<file path="src/rtl/ovlog_pkg.sv">
package ovlog_pkg;

    localparam int ENTRIES     = 64;
    localparam int EXTRA_BYTES = 8;
    localparam int SLOT_W      = $clog2(ENTRIES);
    localparam int CNT_W       = SLOT_W + 1;
    localparam int REQ_W       = 7;
    localparam int QUEUE_DEPTH = 2;
    localparam int QPTR_W      = (QUEUE_DEPTH > 1) ? $clog2(QUEUE_DEPTH) : 1;
    localparam int QCNT_W      = $clog2(QUEUE_DEPTH + 1);

    localparam logic [7:0] MAX_TYPE_RESET = 8'd16;

    localparam logic [1:0] KIND_LOG      = 2'd0;
    localparam logic [1:0] KIND_COUNT    = 2'd1;
    localparam logic [1:0] KIND_RETRIEVE = 2'd2;
    localparam logic [1:0] KIND_STATUS   = 2'd3;

    typedef struct packed {
        logic [31:0] serial;
        logic [7:0]  etype;
        logic [31:0] result;
        logic [63:0] stamp;
        logic [31:0] subject;
        logic [31:0] object;
        logic [3:0]  xlen;
        logic [63:0] extra;
    } rec_t;

    typedef struct packed {
        logic [1:0]       kind;
        logic             log_ok;
        logic             req_bad;
        logic [REQ_W-1:0] req;
        rec_t             rec;
    } cmd_t;

    typedef struct packed {
        logic        done;
        logic        status;
        logic        last;
        logic [31:0] reply_value;
        logic [31:0] write_position;
    } reply_t;

endpackage

</file>
<file path="src/rtl/ovlog_front.sv">
module ovlog_front (
    input  logic                   clk,
    input  logic                   rst_n,
    input  logic                   cfg_we,
    input  logic [7:0]             cfg_data,
    input  logic [1:0]             kind,
    input  logic [7:0]             event_type,
    input  logic signed [31:0]     result_code,
    input  logic signed [31:0]     subject_id,
    input  logic signed [31:0]     object_id,
    input  logic [63:0]            time_stamp,
    input  logic [3:0]             extra_length,
    input  logic [63:0]            extra_data,
    input  logic [6:0]             request_count,
    output ovlog_pkg::cmd_t        cmd
);

    logic [7:0]  max_type_reg;
    logic [63:0] extra_masked;

    always_ff @(posedge clk or negedge rst_n)
    begin
        if (!rst_n)
        begin
            max_type_reg <= ovlog_pkg::MAX_TYPE_RESET;
        end
        else if (cfg_we)
        begin
            max_type_reg <= cfg_data;
        end
    end

    // zero the bytes beyond the given length
    always_comb
    begin
        for (int b = 0; b < 8; b++)
        begin
            extra_masked[b*8 +: 8] = (4'(b) < extra_length) ? extra_data[b*8 +: 8] : 8'd0;
        end
    end

    always_comb
    begin
        cmd.kind         = kind;
        cmd.log_ok       = (event_type != 8'd0) && (event_type <= max_type_reg)
                           && (extra_length <= 4'(ovlog_pkg::EXTRA_BYTES));
        cmd.req_bad      = (request_count == 7'd0)
                           || (request_count > 7'(ovlog_pkg::ENTRIES));
        cmd.req          = request_count;
        cmd.rec.serial   = '0;
        cmd.rec.etype    = event_type;
        cmd.rec.result   = result_code;
        cmd.rec.stamp    = time_stamp;
        cmd.rec.subject  = subject_id;
        cmd.rec.object   = object_id;
        cmd.rec.xlen     = extra_length;
        cmd.rec.extra    = extra_masked;
    end

endmodule

</file>
<file path="config.mk">
export PLATFORM = sky130hd
export DESIGN_NAME = ovlog_front
export DESIGN_NICKNAME = d
export VERILOG_FILES = /design/src/rtl/ovlog_pkg.sv /design/src/rtl/ovlog_front.sv
export SDC_FILE = /design/constraint.sdc
export NUM_CORES = 1
export LEC_CHECK = 0
export BUFFER_PORTS_ARGS = -buffer_cell sky130_fd_sc_hd__buf_2
export CORE_AREA = 2 2 207 209
export CTS_CLUSTER_SIZE = 16
export DETAILED_ROUTE_END_ITERATION = 10
export DIE_AREA = 0 0 209 211
export HOLD_SLACK_MARGIN = 0.06
export PLACE_DENSITY = 0.3
export SLEW_MARGIN = 40
export SYNTH_ARGS = -nofsm -noshare
export SYNTH_HDL_FRONTEND = slang
export SYNTH_SLANG_ARGS = --single-unit
export TNS_END_PERCENT = 10
</file>
<file path="constraint.sdc">
create_clock -name clk -period 1.65 [get_ports clk]
set_input_delay 0.2475 -clock clk [delete_from_list [all_inputs] [get_ports clk]]
set_output_delay 0.2475 -clock clk [all_outputs]
set_load 0.1 [all_outputs]
</file>
== After elaboration in Yosys (flattened, before gate mapping) ==
Index checks and enable logic that the tools add are counted.

* Add/subtract/negate cells: 0
* Order comparisons: 11
* $mul: 0
* Reductions and logical operators: 5
* Bitwise gates (word level): 0
* Eq/ne operators: 0
* Div/mod/pow operators: 0
* Shift operators: 0
* Mux-type cells: 8

{| class="wikitable"
|+ Operators by type and width
! cell !! count
|-
| 8-bit 2-to-1 mux || 8
|-
| 3-bit by 4-bit less-than comparator with 1-bit output, first input constant || 4
|-
| 8-bit less-or-equal comparator || 1
|-
| 1-bit by 4-bit less-than comparator with 1-bit output, first input constant || 2
|-
| 2-bit by 4-bit less-than comparator with 1-bit output, first input constant || 2
|-
| 8-bit nonzero test || 1
|-
| 7-bit > comparator, second input constant || 1
|-
| 7-bit zero test || 1
|-
| 4-bit less-or-equal comparator, second input constant || 1
|-
| 1-bit logical AND || 2
|-
| 1-bit logical OR || 1
|}

* Output and inout port bits: 279
* Register bits after elaboration: 8
* Word-level logic and storage cells: 25
* ROM bits: 0
* Bits in latches: 0
* RAM bits: 0
* Memories: 0
* Bits of input ports: 256

== Logic depth before layout (Yosys ltp) ==
* Word-level depth: 3
* Depth in mapped cells: 6
* Gate-level depth less buffers: 6

== Worst setup path after synthesis ==
Ideal clock, no wire load.

* Path kind: flip-flop to output port
* From: reg max_type_reg[4]
* To: out cmd[276] (netlist bit)
* Path slack: -2.056 ns
* Arrival time: 3.459 ns
* Path buffers: 0
* Cell stages (with the launch flop): 7
* Path through: dfstp_2 > inv_1 > ha_1 > nand4_1 > nor3_1 > nor2_1 > a211oi_1

{| class="wikitable"
|+ RTL lines
! item !! RTL line !! RTL
|-
| start, declared || ovlog_front.sv:18 || <nowiki>logic [7:0] max_type_reg;</nowiki>
|-
| start signal, assigned || ovlog_front.sv:25 || <nowiki>max_type_reg <= ovlog_pkg::MAX_TYPE_RESET;</nowiki>
|-
| start signal, assigned || ovlog_front.sv:29 || <nowiki>max_type_reg <= cfg_data;</nowiki>
|-
| end, declared || ovlog_front.sv:15 || <nowiki>output ovlog_pkg::cmd_t cmd</nowiki>
|}

==> impl_results.md <==
- Slowest CP cell: dfstp_2
- Status: finished with violations
- CP max FO: 2
- CP arrival: 1.88 ns
- Synth Instances: 349
- Count leader, synth: buf_4
- Final setup viols: 2
- Final WS setup: -0.4763 ns
- Detailed Route Iter0 Violations: 44
- Largest family of logic cells by synthesized area: buffers and inverters
- RSZ-0062 raised after global routing: yes
- Die height: 211 um
- Initial antenna violation count: 1
- GRT overflow: 0
- Reg-to-reg startpoint: max_type_reg[4]
- Failing checks: setup timing
- Hold Violations, Final: 0
- # rows: 75
- Worst r2r path cells: 2
- Synth area leader: buf_4
- Final WL: 9323 um
- CTS Buf Count: 3
- Final ANT Viol Nets: 0
- Mapped Area: 2597 um^2
- First-pass DRT Iterations: 3
- First-pass GRT wire length: 12,700 um
- Commonest cells in the netlist: buf_4, nor2b_1, and2_1
- Tcrit/Tclk final: 128.9%
- Flop-to-flop setup slack: 0.87 ns
- Max Clock Freq: 0.4703 GHz
- Vias in the first global route: 2,087
- Adder-cell share of the synthesized area: 3.854%
- PwrDens: 722.0 nW/um^2
- Slowest Stage Delay on Critical Path: 0.51 ns
- Ys flop type: dfrtp_1
- # fillers: 4,874
- Synth top area share: 61.56%
- Nets@finish: 632
- FFs w/ async S/R, synth: 100.0%
- Die area: 44,100 um^2
- CTS tree: built
- DR DRC count: 0
- Tot GR Track Use: 3.893%
- Via Count: 2,047
- Post-DP HPWL: 8467 um
- CTS root buffer: clkbuf_16
- TritonCTS Sinks: 8
- Leakage power: 1.706 nW
- Hold Crit Class: in -> reg
- VDD IR max: 0.2674 mV
- XOR/XNOR Fraction of Synth Area: 0.3372%
- GPL Wtd Cong: 0.6677
- CP startpoint: max_type_reg[4]
- Die Wd: 209 um
- Max layer used: met5
- Via-per-instance ratio: 2.259
- Multiplexer share of the synthesized area: 0.4335%
- Boundary Pins: 535
- Yosys reg bits: 8
- Worst reg2reg path endpoint: max_type_reg[4]
- Seq/Total Area, Yosys: 7.755%
- Final Max Tran Viols: 0
- Worst setup path category: reg -> out
- Layout area overhead: 48.65%
- Worst path cell trace: inv_1, ha_1, nand4_1, nor3_2, a21oi_1, a211oi_4, buf_12
- Setup crit start kind: flip-flop
- Req. time, crit path: 1.40 ns
- Met3 Routed Length: 1643 um
- Skew-Pair Late Insertion Delay: 0.23 ns
- Top post-synthesis cells by area: buf_4, nor2b_1, dfrtp_1
- Tot Pwr: 2.788 mW
- Number of synthesized flops with an enable pin: 0
- Wire per inst: 10.29 um
- Max reg flops: 8
- Synthesized area per cell: 7.443 um^2
- Post-CTS Setup Bufs: 0
- Crit end category: primary output
- Synth Area in Compound Gates: 4.191%
- Worst Skew: 0 ns
- Worst Setup EP: cmd[276]
- Share of cells above drive strength 1: 59.13%
- Initial Util: 6.220%
- I/O Buffers: 178
- Simple-gate portion of the synthesized area: 20.13%
- Max-Cap Viols: 0
- Total core area: 41,760 um^2
- N_diodes: 0
- Final core occ: 9.246%
- Clock Path Buffers: 2
- Largest net degree at the start of global routing: 16
- Minimum clock period: 2.126 ns
- Synth warnings: 0
- Synth cell types: 25
- Maximum level of the CTS H-tree: 1
- Met2 wire length: 4152 um
- Clock slew at reported path FFs: 0.04 ns
- Met1 wire length: 2908 um
cells by family after synthesis:
family	after synthesis
buffers and inverters	224
XOR/XNOR	1
other	1
adder cells (fa/ha/maj)	8
AO/OA/AOI/OAI	19
multiplexers	1
flip-flops	8
AND/OR/NAND/NOR	87
repair_timing:
item,4_1_cts,5_1_grt
gates resized for setup,19,20
endpoints found under the hold margin,7,0
pin swaps,0,4
cloned,0,0
hold buffers,1,0
endpoints found under the setup margin,18,30
critical path: cells and delay by family (launching register included):
kind                     cells  cell delay (ns)
adder cells (fa/ha/maj)      1             0.26
flip-flops                   1             0.51
buffers and inverters        2             0.26
AND/OR/NAND/NOR              2             0.27
AO/OA/AOI/OAI                2             0.36
through the flow:
step	instances	instance area [um^2]	setup WS (ns)	setup TNS (ns)	hold slack, ns
global route	906	3861	-0.5937	-0.7579	0.2527
detailed placement	901	3636	-0.3204	-3.065	0.1003
finish	906	3861	-0.4763	-0.5847	0.2315
CTS	906	3790	-0.5025	-0.6432	0.2309
floorplan	380	2769	-0.5987	-11.92	-0.04809
global placement	901	3636	-0.3023	-3.207	0.1028
cells in the final DEF, fill, tap and decap left out, drive strengths merged, types with 3 or more instances in the layout:
master,count
inv,9
buf,197
conb,32
nor2b,33
nor3,3
nor2,4
a21oi,5
o21ai,10
and2b,7
clkbuf,4
nand2,10
or4,3
and2,24
dfrtp,7
ha,8
routing by layer:
metal / up-vias / GRT usage (%)
met3: 52 / 3.092
met4: 2 / 2.365
met5: - / 1.224
met2: 276 / 6.000
li1: 874 / -
met1: 843 / 3.501
cell type report:
class	instances	area (um^2)	area share [%]
clock buffer	4	78.83	2.041
multi-input combinational	148	969.7	25.11
tap	539	674.4	17.47
sequential	8	201.4	5.217
inverter	9	33.78	0.8749
timing repair buffer	198	1903	49.29
how the worst min path moves through the flow:
stage | startpoint | to | slack (ns) | depth (start not counted)
final | cfg_data[7] | max_type_reg[7] | 0.23 | 3
after floorplan | rst_n | max_type_reg[0] | -0.05 | 0
after CTS | cfg_data[1] | max_type_reg[1] | 0.23 | 3
after global routing | cfg_data[0] | max_type_reg[0] | 0.25 | 2
after global placement | rst_n | max_type_reg[6] | 0.10 | 1
after detailed placement | rst_n | max_type_reg[7] | 0.10 | 1
power by group:
group | internal, mW | switching [mW]
Sequential | 0.216 | 0.00505
Combinational | 0.577 | 1.57
Clock | 0.322 | 0.0931
No activity file was read; power rests on OpenSTA's default activity.
