==> src/rtl/ovlog_pkg.sv <==
package ovlog_pkg;

    localparam int ENTRIES     = 64;
    localparam int EXTRA_BYTES = 8;
    localparam int SLOT_W      = $clog2(ENTRIES);
    localparam int CNT_W       = SLOT_W + 1;
    localparam int REQ_W       = 7;
    localparam int QUEUE_DEPTH = 2;
    localparam int QPTR_W      = (QUEUE_DEPTH > 1) ? $clog2(QUEUE_DEPTH) : 1;
    localparam int QCNT_W      = $clog2(QUEUE_DEPTH + 1);

    localparam logic [7:0] MAX_TYPE_RESET = 8'd16;

    localparam logic [1:0] KIND_LOG      = 2'd0;
    localparam logic [1:0] KIND_COUNT    = 2'd1;
    localparam logic [1:0] KIND_RETRIEVE = 2'd2;
    localparam logic [1:0] KIND_STATUS   = 2'd3;

    typedef struct packed {
        logic [31:0] serial;
        logic [7:0]  etype;
        logic [31:0] result;
        logic [63:0] stamp;
        logic [31:0] subject;
        logic [31:0] object;
        logic [3:0]  xlen;
        logic [63:0] extra;
    } rec_t;

    typedef struct packed {
        logic [1:0]       kind;
        logic             log_ok;
        logic             req_bad;
        logic [REQ_W-1:0] req;
        rec_t             rec;
    } cmd_t;

    typedef struct packed {
        logic        done;
        logic        status;
        logic        last;
        logic [31:0] reply_value;
        logic [31:0] write_position;
    } reply_t;

endpackage

==> src/rtl/ovlog_queue.sv <==
module ovlog_queue (
    input  logic            clk,
    input  logic            rst_n,
    input  logic            push,
    input  ovlog_pkg::cmd_t din,
    input  logic            pop,
    output ovlog_pkg::cmd_t dout,
    output logic            empty,
    output logic            full
);

    ovlog_pkg::cmd_t                    slot_reg [ovlog_pkg::QUEUE_DEPTH];
    logic [ovlog_pkg::QPTR_W-1:0]       wr_ptr_reg;
    logic [ovlog_pkg::QPTR_W-1:0]       rd_ptr_reg;
    logic [ovlog_pkg::QCNT_W-1:0]       fill_reg;
    logic                               do_push;
    logic                               do_pop;

    function automatic logic [ovlog_pkg::QPTR_W-1:0] ptr_inc(
        input logic [ovlog_pkg::QPTR_W-1:0] p);
        if (p == ovlog_pkg::QPTR_W'(ovlog_pkg::QUEUE_DEPTH - 1))
            return '0;
        return p + 1'b1;
    endfunction

    assign empty   = (fill_reg == '0);
    assign full    = (fill_reg == ovlog_pkg::QCNT_W'(ovlog_pkg::QUEUE_DEPTH));
    assign do_push = push && !full;
    assign do_pop  = pop && !empty;
    assign dout    = slot_reg[rd_ptr_reg];

    always_ff @(posedge clk or negedge rst_n)
    begin
        if (!rst_n)
        begin
            wr_ptr_reg <= '0;
            rd_ptr_reg <= '0;
            fill_reg   <= '0;
        end
        else
        begin
            if (do_push)
            begin
                wr_ptr_reg <= ptr_inc(wr_ptr_reg);
            end
            if (do_pop)
            begin
                rd_ptr_reg <= ptr_inc(rd_ptr_reg);
            end
            if (do_push && !do_pop)
            begin
                fill_reg <= fill_reg + 1'b1;
            end
            else if (do_pop && !do_push)
            begin
                fill_reg <= fill_reg - 1'b1;
            end
        end
    end

    always_ff @(posedge clk)
    begin
        if (do_push)
        begin
            slot_reg[wr_ptr_reg] <= din;
        end
    end

endmodule

==> config.mk <==
export PLATFORM = sky130hd
export DESIGN_NAME = ovlog_queue
export DESIGN_NICKNAME = d
export VERILOG_FILES = /design/src/rtl/ovlog_pkg.sv /design/src/rtl/ovlog_queue.sv
export SDC_FILE = /design/constraint.sdc
export NUM_CORES = 1
export LEC_CHECK = 0
export ABC_CLOCK_PERIOD_IN_PS = 12530
export CORE_MARGIN = 2
export CORE_UTILIZATION = 24
export CTS_CLUSTER_SIZE = 14
export DETAILED_ROUTE_END_ITERATION = 6
export DONT_BUFFER_PORTS = 1
export PLACE_DENSITY = 0.47
export SETUP_SLACK_MARGIN = 0.15
export SYNTH_ARGS = -nofsm -noshare
export SYNTH_HDL_FRONTEND = slang
export SYNTH_SLANG_ARGS = --single-unit
export TNS_END_PERCENT = 20
==> constraint.sdc <==
create_clock -name clk -period 12.53 [get_ports clk]
set_clock_uncertainty 0.2 [all_clocks]
set_input_delay 1.8795 -clock clk [delete_from_list [all_inputs] [get_ports clk]]
set_output_delay 1.8795 -clock clk [all_outputs]
set_load 0.1 [all_outputs]
### Yosys cells after proc, flatten, opt, wreduce, memory -nomap -nowiden

Memory sizes are Yosys's and may differ from the RTL's.
Index checks and enable logic that the tools add are counted.

| storage, ports and cells | value |
|---|---|
| bits in registers | 4 |
| memory bits (writable) | 558 |
| bits of input ports | 283 |
| output and inout bits | 281 |
| word-level logic and storage cells | 31 |
| memories kept | 1 |

Memory list:

| name | words | width | rd ports | clocked after memory_dff | wr ports | line | RTL |
|---|---|---|---|---|---|---|---|
| slot_reg | 2 | 279 | 1 | 0 | 1 | ovlog_queue.sv:12 | `ovlog_pkg::cmd_t slot_reg [ovlog_pkg::QUEUE_DEPTH];` |

| cells by class | value |
|---|---|
| $add $sub $neg | 4 |
| eq/ne operators | 1 |
| multiplexer cells | 12 |
| reduce and logical (&&, ||, !) cells | 10 |

Operators by type and width:

| operator | number |
|---|---|
| $mux W1 | 10 |
| $logic_and A1 B1 Y1 | 4 |
| $logic_not A1 Y1 | 4 |
| $mux W2 | 2 |
| $add A1 B1 Y1 const B | 2 |
| $add A2 B1 Y2 const B | 1 |
| $eq A2 B2 Y1 const B | 1 |
| $logic_not A2 Y1 | 1 |
| $reduce_bool A2 Y1 | 1 |
| $sub A2 B1 Y2 const B | 1 |

### Logic depth before layout (Yosys ltp)

| depth | value |
|---|---|
| word-level depth | 7 |
| gate-level depth with buffers | 7 |
| gate-level depth less buffers | 7 |

### Worst setup path after synthesis

Ideal clock, no wire load.

| timing path | value |
|---|---|
| kind | in2reg |
| start point | in push |
| end point | mem slot_reg[0][0] (netlist bit) (enable) |
| library setup time | 0.924 ns |
| data arrival time | 13.522 ns |
| required time | 11.406 ns |
| slack | -2.116 ns |
| cell stages on the path | 2 |
| buffers on the path | 0 |
| path through | nand2_1 > nor2_1 |

| between the ends | value |
|---|---|
| word-level cells in the longest chain between the ends | 3 |

RTL lines:

| element | line | RTL |
|---|---|---|
| from (decl) | ovlog_queue.sv:4 | `input logic push,` |
| $logic_and A1 B1 Y1 | ovlog_queue.sv:28 | `assign do_push = push && !full;` |
| $mux W1 | ovlog_queue.sv:63 | `if (do_push)` |
| $mux W1 (not written as such) | ovlog_queue.sv:65 | `slot_reg[wr_ptr_reg] <= din;` |
| to (decl) | ovlog_queue.sv:12 |  |

Every way passes these cells.

==> parameters.txt <==
Parameter                              Value

Status
  Result of the run ... completed

Critical path
  Most repeated library cell on the critical path ... buf_4
  End point of the critical path ... dout[188]
  Critical path's largest stage delay ... 1.14 ns
  Reg2reg start ... fill_reg[0]
  CP cell instances ... buf_4, buf_4, mux2_4
  Worst-case register-to-register setup slack ... 8.79 ns
  Count of cell instances traversed by the critical path ... 3
  Number of buffers and inverters on the critical path ... 2
  Type of the setup path with the least slack ... flip-flop to primary output
  FF-to-FF path depth ... 5
  Worst Path Max Fanout ... 65
  Beginning of the critical path ... rd_ptr_reg
  Crit path launch type ... flip-flop
  Capture point of the worst reg-to-reg path ... slot_reg[0][123]
  Endpoint class of the critical path ... primary output
  Kind of cell with the highest combined delay on the critical path ... buffers and inverters
  Critical path arrival ... 4.20 ns
  Data required time at the worst endpoint ... 10.45 ns
  Critical-path top delay cell ... dfrtp_4

Clocking
  Clock tree from TritonCTS ... yes
  Post-CTS clock slew at the launch and capture registers of the worst setup and hold paths ... roughly 0.060 ns
  CTS sink cnt ... about 560
  Number of buffers added by the clock tree synthesis step ... between 50 and 60
  Setup fix buffers added after clock tree synthesis ... 0
  Bufs on Longest Clock Path ... 3
  Count of instances resized after the clock tree is built ... 0
  Clock Latency Late Sink ... 0.63 ns
  Hold-fix buffers at CTS ... 0
  H-tree Lvls ... 2
  Clock root cell ... clkbuf_16

STA
  Peak clock frequency supported by timing ... 0.159 GHz
  Final count of negative-setup-slack endpoints ... 0
  Period utilisation layout ... 50.1%
  Setup repair after global routing missed its margin ... false
  Tmin final ... ~6.3 ns
  Post-route setup TNS ... 0 ns
  Final hold violation count ... 0
  Final-report max-slew violation count ... 0
  Worst slew pin tran ... between 1 and 1.5 ns
  Worst hold slack across all endpoints ... 0.329 ns
  Max-slew headroom at the worst pin ... 21.8%

Logic synthesis
  Post-Syn Area per Cell ... 23.8 um^2
  Count of flip-flops with a built-in enable after synthesis ... around 560
  Number of different library cells in the post-synthesis netlist ... 15
  Sequential share of the synthesized area ... approximately 80%
  Area share of and/or/nand/nor cells after synthesis ... 0.130%
  Share of synthesized area spent on multiplexers ... 18.4%
  Post-synthesis net count ... 1,171
  Synth Cell Area ... 21,100 um^2
  Post-Synth XOR/XNOR Area ... 0.207%
  Synth Flop Type ... edfxtp_1
  Fraction of registers with async set or reset after synthesis ... 0.712%
  Ys Warns ... 0
  Combinational family with the most area after synthesis ... multiplexers
  Arithmetic-cell share of the synthesized area counting full adders, half adders and majority gates ... 0.0592%
  Synthesized netlist cell count ... roughly 890
  Register bit count reported by yosys ... 562
  Compound-Gate Fraction of Synth Area ... 0.0237%

Final layout
  Most common library cell in the layout ignoring fill and taps ... edfxtp_1
  Layout area overhead ... 15.5%
  Layout cells sized above 1 ... between 30 and 40%
  Flip-flop count of the largest register, all copies and words added ... about 560
  Net count of the finished layout ... 1,210
  Fillers ... about 8,600
  Commonest cells after routing, fill and taps aside ... 558 x edfxtp_1, 200 x mux2_4, 79 x mux2_2
  Antenna Diode Count ... 0

Global routing
  Pin count of the biggest net entering global routing ... 136
  Antenna violations before repair ... 0
  Wire length of the first global-routing pass ... 60.9 mm
  Via count of the first global-routing pass ... between 8,000 and 9,000
  Global router's overall resource usage ... 9.10%
  Residual overflow from global routing ... 0

Detailed routing
  Post-route ant nets ... 0
  Vias per cell ... 3.83
  WL per Instance ... around 20 um
  Detailed-route via count ... 8,171
  Iter 0 DRT Violations ... 437
  Number of design rule violations left after detail routing ... 0
  Detailed Routing Iterations Pass 1 ... 4
  Total wire length ... 43.2 mm

Worst hold path
  Hold depth ... 1
  Min-Delay Startpoint ... fill_reg[1]
  Classification of the worst-slack hold path ... flip-flop to flip-flop

Placed design
  Number of input and output port buffers inserted ... 0
  Post-DP HPWL ... 29.1 mm
  Global placer's final weighted congestion ... 0.811

Floorplan
  Starting density of the core ... approximately a quarter
  Number of top-level design ports ... 564
  Die width ... 301 um
  Die Y-Extent ... 301 um
  Placeable core region ... about 87,000 um^2
  Placement row count ... ~110
  Overall die area ... around 90,000 um^2

Flow run
  Number of maximum-capacitance violations ... 0
==> cell type report <==
class / count / area (um^2) / share of cell area, %
sequential: 562 / 16900 / 69.0
multi-input combinational: 292 / 4000 / 16.4
clock buffer: 66 / 1550 / 6.33
tap: 1155 / 1450 / 5.92
clock inverter: 45 / 468 / 1.92
timing repair buffer: 9 / 105 / 0.430
inverter: 2 / 7.51 / 0.0307
==> cells in the mapped netlist (2+ instances only) <==
library cell    n  area share, %
edfxtp_1      558             79
xor2_1          2          0.083
inv_1           2          0.036
nor2_1          3          0.053
mux2_2         79            4.2
xnor2_1         3           0.12
mux2_4        200             14
dfrtp_1         4           0.47
buf_2           8           0.19
buf_6          23            1.2
==> per-layer routing <==
layer | track usage [%] | vias up | wire [um]
li1 | - | 3618 | -
met1 | 8.66 | 4095 | 14100
met2 | 15.5 | 392 | 21600
met3 | 6.02 | 66 | 6440
met4 | 3.53 | 0 | 1040
met5 | 0 | - | 0
==> worst min-delay path by stage <==
stage | end | slack [ns]
floorplan | wr_ptr_reg | 0.28
global placement | fill_reg[1] | 0.32
detailed placement | fill_reg[1] | 0.33
CTS | fill_reg[1] | 0.34
global route | fill_reg[1] | 0.38
finish | fill_reg[1] | 0.33
==> logic make-up (layout without fill, tap and decap cells) <==
logic type,count (synthesis),after routing
xor+xnor,5,5
compound gates,1,1
mux,279,279
fa+ha+maj,1,1
buf+inv,33,122
flops,562,562
simple gates,6,6
==> stage by stage <==
| step | utilization (%) | setup WS [ns] | instances | instance area (um^2) |
|---|---|---|---|---|
| 6_report | 28.1 | 6.25 | 2131 | 24400 |
| 5_1_grt | 28.1 | 5.96 | 2131 | 24400 |
| 4_1_cts | 28.1 | 6.11 | 2131 | 24400 |
| 3_5_place_dp | 25.8 | 6.85 | 2020 | 22400 |
| 3_3_place_gp | 25.8 | 6.95 | 2020 | 22400 |
| 2_1_floorplan | - | 2.62 | 887 | 21100 |
Power is not shown: default switching activity piles up to over one toggle a cycle in this logic, so the estimate is an artifact.
